===== src/keypad_servo_position_controller_macros.svh =====
// assertion helpers shared by the controller rtl
`ifndef KEYPAD_SERVO_POSITION_CONTROLLER_MACROS_SVH
`define KEYPAD_SERVO_POSITION_CONTROLLER_MACROS_SVH

// plain property checked on every rising clock edge outside reset
`define KSPC_ASSERT(lbl, prop, msg) \
  lbl: assert property (@(posedge clk_i) disable iff (!rst_ni) (prop)) else $error(msg);

// condition in one cycle implies a consequence in the next
`define KSPC_ASSERT_NEXT(lbl, ante, cons, msg) \
  lbl: assert property (@(posedge clk_i) disable iff (!rst_ni) (ante) |=> (cons)) else $error(msg);

`endif


===== src/kspc_pkg.sv =====
package kspc_pkg;

  localparam logic [3:0] KeyDigitMin = 4'd1;
  localparam logic [3:0] KeyDigitMax = 4'd9;
  localparam logic [3:0] KeyStar     = 4'd10;
  localparam logic [3:0] KeyZero     = 4'd11;
  localparam logic [3:0] KeyHash     = 4'd12;

  localparam int unsigned TableTop  = 180;
  localparam int unsigned RomDepth  = TableTop + 1;
  localparam int unsigned SegOneTop = 60;
  localparam int unsigned SegTwoTop = 99;
  localparam int unsigned MaxDigits = 3;

  typedef logic [9:0] ref_rom_t [RomDepth];

  typedef struct packed {
    logic       motor_direction;
    logic [9:0] pwm_duty;
    logic [7:0] angle_now;
    logic [7:0] entry_now;
    logic [1:0] digits_now;
    logic [9:0] reference_now;
  } result_t;

  // angle to pot reference, coefficients scaled by 1e4, rounded half up
  function automatic ref_rom_t build_ref_rom();
    ref_rom_t rom;
    longint   x;
    longint   s;
    for (int a = 0; a < int'(RomDepth); a++) begin
      x = longint'(a);
      if (a <= int'(SegOneTop)) begin
        s = 68858 * x + 515150;
      end else if (a <= int'(SegTwoTop)) begin
        s = 19 * x * x * x - 4852 * x * x + 412240 * x - 6814900;
      end else begin
        s = -372 * x * x + 164190 * x - 7558600;
      end
      if (s < 0) begin
        s = 0;
      end
      s = (s + 5000) / 10000;
      if (s > 1023) begin
        s = 1023;
      end
      rom[a] = 10'(s);
    end
    return rom;
  endfunction

endpackage


===== src/keypad_servo_position_controller.sv =====
// keypad servo position controller
// input channel (in_valid_i/in_ready_o) carries one item per transfer: either a
// keypad code (action_i = 0, key_code_i) or a new pot sample (action_i = 1,
// pot_sample_i). digits build an entry of up to three digits, star reloads the
// entry from the committed angle, hash commits the entry and looks up the pot
// reference in a 181-entry rom.
// output channel (out_valid_o/out_ready_i) returns exactly one result per item:
// drive direction and pwm duty from the latest sample against the reference,
// plus the committed angle, entry, digit count and reference after the item.
// each result is registered, in the skid buffer if the output is stalled.
// throughput: one item per cycle while in_ready_o is high; the state update and
// rom lookup sit in one stage between the input and the output register.
// the output register is backed by a one-entry skid buffer, so one more item
// is taken while the receiver stalls; in_ready_o drops only when both are full.
// reset: entry, digits, angle and sample clear, the reference loads the value
// for angle zero, and both output entries are empty.
`include "keypad_servo_position_controller_macros.svh"

module keypad_servo_position_controller #(
  parameter int unsigned MAX_ANGLE = 180
) (
  input  logic       clk_i,
  input  logic       rst_ni,
  input  logic       in_valid_i,
  output logic       in_ready_o,
  input  logic       action_i,
  input  logic [3:0] key_code_i,
  input  logic [9:0] pot_sample_i,
  output logic       out_valid_o,
  input  logic       out_ready_i,
  output logic       motor_direction_o,
  output logic [9:0] pwm_duty_o,
  output logic [7:0] angle_now_o,
  output logic [7:0] entry_now_o,
  output logic [1:0] digits_now_o,
  output logic [9:0] reference_now_o
);

  localparam kspc_pkg::ref_rom_t RefRom = kspc_pkg::build_ref_rom();

  logic [7:0] entry_q, entry_d;
  logic [1:0] count_q, count_d;
  logic [7:0] angle_q, angle_d;
  logic [9:0] ref_q, ref_d;
  logic [9:0] sample_q, sample_d;

  logic              out_vld_q;
  logic              skid_vld_q;
  kspc_pkg::result_t out_q;
  kspc_pkg::result_t skid_q;
  kspc_pkg::result_t res_d;

  logic        accept;
  logic [3:0]  digit;
  logic        is_digit;
  logic [11:0] digit_val;
  logic        digit_ovf;
  logic [9:0]  diff;

  assign in_ready_o = ~skid_vld_q;
  assign accept     = in_valid_i & in_ready_o;

  // digit value of the key, zero key maps to 0
  always_comb begin
    digit    = 4'd0;
    is_digit = 1'b0;
    case (key_code_i) inside
      kspc_pkg::KeyZero: begin
        is_digit = 1'b1;
      end
      [kspc_pkg::KeyDigitMin:kspc_pkg::KeyDigitMax]: begin
        digit    = key_code_i;
        is_digit = 1'b1;
      end
      default: ;
    endcase
  end

  assign digit_val = (count_q == 2'd0) ? {8'd0, digit}
                                       : 12'(entry_q) * 12'd10 + 12'(digit);
  assign digit_ovf = (digit_val > 12'(MAX_ANGLE)) ||
                     (count_q == 2'(kspc_pkg::MaxDigits));

  always_comb begin
    entry_d  = entry_q;
    count_d  = count_q;
    angle_d  = angle_q;
    ref_d    = ref_q;
    sample_d = sample_q;
    if (action_i) begin
      sample_d = pot_sample_i;
    end else if (key_code_i == kspc_pkg::KeyStar) begin
      entry_d = angle_q;
      count_d = 2'd0;
    end else if (key_code_i == kspc_pkg::KeyHash) begin
      // committing the same angle leaves the digit count alone
      if (angle_q != entry_q) begin
        angle_d = entry_q;
        count_d = 2'd0;
        if (entry_q <= 8'(kspc_pkg::TableTop)) begin
          ref_d = RefRom[entry_q];
        end
      end
    end else if (is_digit) begin
      if (digit_ovf) begin
        entry_d = angle_q;
        count_d = 2'd0;
      end else begin
        entry_d = digit_val[7:0];
        count_d = count_q + 2'd1;
      end
    end
  end

  // below the reference the duty wraps: 1023 - (ref - sample)
  assign diff = sample_d - ref_d;

  always_comb begin
    res_d.motor_direction = (sample_d < ref_d);
    res_d.pwm_duty        = res_d.motor_direction ? (diff - 10'd1) : diff;
    res_d.angle_now       = angle_d;
    res_d.entry_now       = entry_d;
    res_d.digits_now      = count_d;
    res_d.reference_now   = ref_d;
  end

  always_ff @(posedge clk_i or negedge rst_ni) begin
    if (!rst_ni) begin
      entry_q  <= 8'd0;
      count_q  <= 2'd0;
      angle_q  <= 8'd0;
      ref_q    <= RefRom[0];
      sample_q <= 10'd0;
    end else if (accept) begin
      entry_q  <= entry_d;
      count_q  <= count_d;
      angle_q  <= angle_d;
      ref_q    <= ref_d;
      sample_q <= sample_d;
    end
  end

  always_ff @(posedge clk_i or negedge rst_ni) begin
    if (!rst_ni) begin
      out_vld_q  <= 1'b0;
      skid_vld_q <= 1'b0;
    end else if (!out_vld_q || out_ready_i) begin
      if (skid_vld_q) begin
        out_vld_q  <= 1'b1;
        skid_vld_q <= 1'b0;
      end else begin
        out_vld_q <= accept;
      end
    end else if (accept) begin
      skid_vld_q <= 1'b1;
    end
  end

  always_ff @(posedge clk_i) begin
    if (!out_vld_q || out_ready_i) begin
      out_q <= skid_vld_q ? skid_q : res_d;
    end else if (accept) begin
      skid_q <= res_d;
    end
  end

  assign out_valid_o       = out_vld_q;
  assign motor_direction_o = out_q.motor_direction;
  assign pwm_duty_o        = out_q.pwm_duty;
  assign angle_now_o       = out_q.angle_now;
  assign entry_now_o       = out_q.entry_now;
  assign digits_now_o      = out_q.digits_now;
  assign reference_now_o   = out_q.reference_now;

  `KSPC_ASSERT(a_skid_behind_out, !skid_vld_q || out_vld_q, "skid entry without output entry")
  `KSPC_ASSERT(a_entry_in_range, (entry_q <= 8'(MAX_ANGLE)) && (angle_q <= 8'(MAX_ANGLE)), "entry or angle above limit")
  `KSPC_ASSERT(a_ref_tracks_angle, (angle_q > 8'(kspc_pkg::TableTop)) || (ref_q == RefRom[angle_q]), "reference does not match committed angle")
  `KSPC_ASSERT_NEXT(a_full_blocks_input, skid_vld_q && out_vld_q && !out_ready_i, skid_vld_q && !in_ready_o, "input taken while both entries full")

endmodule


===== config.mk =====
export PLATFORM = sky130hd
export DESIGN_NAME = keypad_servo_position_controller
export DESIGN_NICKNAME = d
export VERILOG_FILES = /design/src/kspc_pkg.sv /design/src/keypad_servo_position_controller.sv
export VERILOG_INCLUDE_DIRS = /design/src /design/src/src
export SDC_FILE = /design/constraint.sdc
export NUM_CORES = 1
export LEC_CHECK = 0
export ABC_AREA = 1
export BUFFER_PORTS_ARGS = -buffer_cell sky130_fd_sc_hd__buf_2
export CORE_AREA = 2 2 170 172
export DETAILED_ROUTE_END_ITERATION = 16
export DIE_AREA = 0 0 172 174
export PLACE_DENSITY = 0.41
export SYNTH_ARGS = -nofsm -noshare
export SYNTH_HDL_FRONTEND = slang
export SYNTH_SLANG_ARGS = --single-unit

===== constraint.sdc =====
create_clock -name clk_i -period 5.2 [get_ports clk_i]
set_input_delay 1.04 -clock clk_i [delete_from_list [all_inputs] [get_ports clk_i]]
set_output_delay 1.04 -clock clk_i [all_outputs]
set_load 0.01 [all_outputs]

# Word-level counts from Yosys, hierarchy flattened
# Memory sizes are Yosys's and may differ from the RTL's.
# Index checks and enable logic that the tools add are counted.
[totals]
regBits = 118
mem_bits_ro = 2560
input_bits = 19
elab_cells = 80
memories = 1
out_inout_bits = 41
[classes]
n_reduce_logical = 7
magnitude_cmp = 6
n_bitwise = 4
addsub = 4
muxes = 33
eq_ne = 5
n_mul = 1
[memory_table]
columns = ["name", "words", "word_bits", "read_ports", "rd_clocked_by_memory_dff", "wr", "line", "text"]
rows = [
  ["(name not given)", 256, 10, 1, 0, 0, "keypad_servo_position_controller.sv:101", "ref_d = RefRom[entry_q];"],
]
[op_table]
columns = ["operator", "n"]
rows = [
  ["$mux 10", 9],
  ["$mux 8", 9],
  ["$mux 39", 1],
  ["$add 12x4->12", 1],
  ["$eq 4x4->1 const B", 3],
  ["$gt 12x8->1 const B", 1],
  ["$mux 12", 1],
  ["$mux 2", 6],
  ["$mul 8x3->11 const B", 1],
  ["$lt 10x10->1", 1],
  ["$sub 10x1->10 const B", 1],
  ["$sub 10x10->10", 1],
  ["$ge 9x9->1 const B", 1],
  ["$not 8->9", 1],
  ["$le 8x8->1 const B", 1],
  ["$mux 4", 2],
  ["$ne 8x8->1", 1],
  ["$mux 1", 5],
  ["$ge 4x1->1 const B", 1],
  ["$le 4x4->1 const B", 1],
  ["$add 2x1->2 const B", 1],
  ["$eq 2x2->1 const B", 1],
  ["$logic_not 2->1", 1],
  ["$logic_or 1x1->1", 2],
  ["other kinds (6)", 7],
]

# Logic depth before layout (Yosys ltp)
[depth]
word_depth = 14
mapped_depth = 31
mapped_depth_nobuf = 30

# Worst setup path after synthesis
# No wires, ideal clock.
[synth_timing]
path_type = "input-to-reg"
start = "in key_code_i[1]"
end = "reg out_q (netlist bit pwm_duty_o[9]), data pin"
slack_ns = 0.901
setup_ns = 0.254
path_buffers = 1
t_arrival_ns = 4.045
required_time_ns = 4.946
path_stages = 28
cell_sequence = "inv_1 > nand2_1 > nor3_2 > nand2_1 > nor2_2 > inv_2 > nor2_4 > buf_4 > nand2_1 > o22ai_2 > ha_1 > inv_1 > fa_1 > nand3_1 > nand2_1 > nand2_1 > nand2_1 > nand2_1 > nand2_1 > nand2_1 > nand2_2 > nor2_1 > nand4_1 > nor2_1 > nand2_1 > xor2_1 > nand2_1 > nand2_1"
[synth_rtl]
columns = ["item", "line", "text"]
rows = [
  ["start, declared", "keypad_servo_position_controller.sv:27", "input logic [3:0] key_code_i,"],
  ["end signal, assigned", "keypad_servo_position_controller.sv:161", "out_q <= skid_vld_q ? skid_q : res_d;"],
  ["end, declared", "keypad_servo_position_controller.sv:49", "kspc_pkg::result_t out_q;"],
]

==> flow_summary.toml <==
[cts]
htreeDepth = 4
tritoncts = "built"
cts_setup_buffers = 0
root_buffer = "clkbuf_16"
cts_buffers = 17
cts.repair.resized = 0
cts.sinks = 118
clkSlewWorstSetupHoldPaths_ns = 0.06
clk_latency_ns = 0.42
holdBufCountCts = 0
cts_buffer_depth = 2

[sta]
rsz0062_at_grt = "false"
slew_headroom_pct = 29.3
period_share_pct = 85.9
worst_slack_ns = 0.735
slew_violations = 0
fin_hold_ws_ns = 0.480
fmax_ghz = 0.224
fin_setup_tns_ns = 0
finalHoldViolCount = 0
min_period_ns = 4.46
fin_skew_ns = 0.0105
setup_violations = 0
tightest_slew_ns = 1.06

[layout]
final_common_cell = "nand2_1"
area_growth_pct = 17.1
drive_gt1_share_pct = 14.2
seq_area_sq_um = 3350
n_fill_cell = 3087
fin_nets = 1247
final_cell_mix = "nand2_1, o21ai_0, inv_1"
multi_input_area_sq_um = 4310
num_antenna_cells = 0

[routing]
wl_met1_um = 12100
dr.max_layer_used = "met4"
vias_per_cell = 4.78
wire_per_inst_um = 15.6
first_pass_iters = 5
wl_met2_um = 10900
wl_met3_um = 1120
finalWirelength_um = 24700
drc_errors = 0
initialDrtViolationCount = 596
antenna_left = 0
vias = 7553

[pwr]
power_per_cell_area_nw_per_um2 = 612
ir_worst_vdd_mv = 0.175
total_power_mw = 5.95
p_leak_nw = 4.52

[setup_path]
r2r-start = "entry_q[1]$_DFFE_PN0P_"
r2r_cells = 29
path_class = "reg -> reg"
worst_ep_arrival_time_ns = 4.64
r2r_slack_ns = 0.74
crit_top_cell = "nand2_1"
r2r-end = "pwm_duty_o[8]$_DFFE_PN_"
cp_num_buf_inv = 4
slowest_stage = "fa_1"
timing.critical_path.slowest_cell_delay_ns = 0.42
crit_fanout = 9
endpoint_kind = "flip-flop"
critPathRequiredTime_ns = 5.37
cp_num_cells = 29
crit_family = "simple AND/OR/NAND/NOR gates"
startpoint_type = "flip-flop"

[placement]
place_ws_ns = 0.429
hpwl_um = 17800
gp_congestion = 0.880
portBuffers = 59

[logic_synthesis]
yosysWarnings = 0
async_reset_ff_share_pct = 33.9
ys_seq_area_share_pct = 40.3
synth_nets = 1183
synth_area_leaders = "edfxtp_1, nand2_1, dfrtp_1, ha_1, o21ai_0"
synth_largest_area_cell = "edfxtp_1"
synth_top_area_share_pct = 28.2
synthFlopType = "edfxtp_1"
ys_types = 54
synth-edff-count = 78
ys_seq_elements = 118
netlist_area_sq_um = 8300
syn_area_per_cell_sq_um = 7.43
syn_inst = 1118

[floorplan]
boundaryPins = 60
coreArea_sq_um = 28200
die-height_um = 174
rows = 62
start_util_pct = 29.4
dieArea_sq_um = 29900
die_x_um = 172

[run_status]
status = "completed"

[grt]
grt_start_max_net_pins = 51
grt_usage_pct = 17.1
grt_pass1_vias = 7167
grt_pass1_wl_um = 39800
grt-ovfl-total = 0
grt_antenna_before_repair = 0

[min_path]
hp-start = "ref_q[5]$_DFFE_PN1P_"
hold_path.class = "reg -> reg"
whs_endpoint = "ref_q[5]$_DFFE_PN1P_"
hold_depth = 2

[run]
drv_cap = 0
[worst max path at each step]
stage | slack (ns) | to | from
after CTS | 0.73 | pwm_duty_o[8]$_DFFE_PN_ | entry_q[1]$_DFFE_PN0P_
final | 0.74 | pwm_duty_o[8]$_DFFE_PN_ | entry_q[1]$_DFFE_PN0P_
after floorplan | 0.90 | pwm_duty_o[9]$_DFFE_PN_ | key_code_i[1]
after global placement | 0.56 | pwm_duty_o[9]$_DFFE_PN_ | key_code_i[1]
after detailed placement | 0.43 | pwm_duty_o[8]$_DFFE_PN_ | key_code_i[1]
after global routing | 0.16 | pwm_duty_o[8]$_DFFE_PN_ | entry_q[1]$_DFFE_PN0P_
[layout make-up]
| type | count | area share, % |
|---|---|---|
| clock inverter | 14 | 1.65 |
| tap | 384 | 4.94 |
| inverter | 119 | 4.59 |
| multi-input combinational | 833 | 44.3 |
| timing repair buffer | 93 | 5.66 |
| sequential | 118 | 34.4 |
| clock buffer | 18 | 4.41 |
[through the flow]
stage / utilization, % / instance area, sq um / instances
finish: 34.4 / 9720 / 1579
global route: 34.4 / 9720 / 1579
CTS: 34.4 / 9720 / 1579
detailed placement: 32.3 / 9130 / 1547
global placement: 32.3 / 9130 / 1547
floorplan: - / 8300 / 1118
[cell usage after synthesis, types with 2 or more instances]
cell type  number
o311ai_0        3
edfxtp_1       78
inv_1         103
a21o_1          2
nand3_1        65
xnor2_1         7
nor3_1          4
a22oi_1         4
o31ai_1         4
o21bai_2        2
xor2_1         12
nand4_1        11
o22ai_1         4
nor2_2          3
buf_2          16
clkinv_1        2
a21oi_4         2
o221ai_1        2
nor2_1         56
buf_4           3
o21ai_0       105
fa_1            3
a21oi_1        43
o2111ai_1       2
dfstp_2         3
dfrtp_1        37
o21ai_1         9
o21ai_2         3
nand2_1       393
ha_1           43
a31oi_1         6
o211ai_1       10
buf_1           3
nand2_2         7
clkbuf_1       26
inv_2          14
nand3b_1        5
or2_2           6
nor3_2          2
[worst register-to-register path: cells and delay by family, from the launching register on]
family,cells,cell delay (ns)
compound gates,4,0.66
flops,1,0.39
xor+xnor,1,0.18
buf+inv,4,0.50
simple gates,17,1.55
fa+ha+maj,3,0.95
[registers in the layout (all words and copies together) (netlist names)]
register and count:
angle_now_o 8, angle_q 8, count_q 2, digits_now_o 2, entry_now_o 8, entry_q 8
motor_direction_o 1, out_valid_o 1, pwm_duty_o 10, ref_q 10, reference_now_o 10, sample_q 10
skid_q 39, skid_vld_q 1
[where the power goes]
part           internal (mW)  switching [mW]  total (mW)
Clock                  0.747           0.436        1.18
Combinational           1.11            2.22        3.33
Sequential              1.35          0.0943        1.44
[layer usage]
layer,vias up,track usage [%]
met5,-,0
met4,0,5.81
met3,37,2.62
met2,213,26.1
met1,3470,24.4
li1,3833,-
[kinds of logic after synthesis]
| logic type | share of synthesized area (%) |
|---|---|
| buf+inv | 7.93 |
| flops | 40.3 |
| compound gates | 14.8 |
| fa+ha+maj | 7.20 |
| mux | 0.121 |
| simple gates | 27.6 |
| xor+xnor | 2.00 |
(Power assumes the default switching activity.)
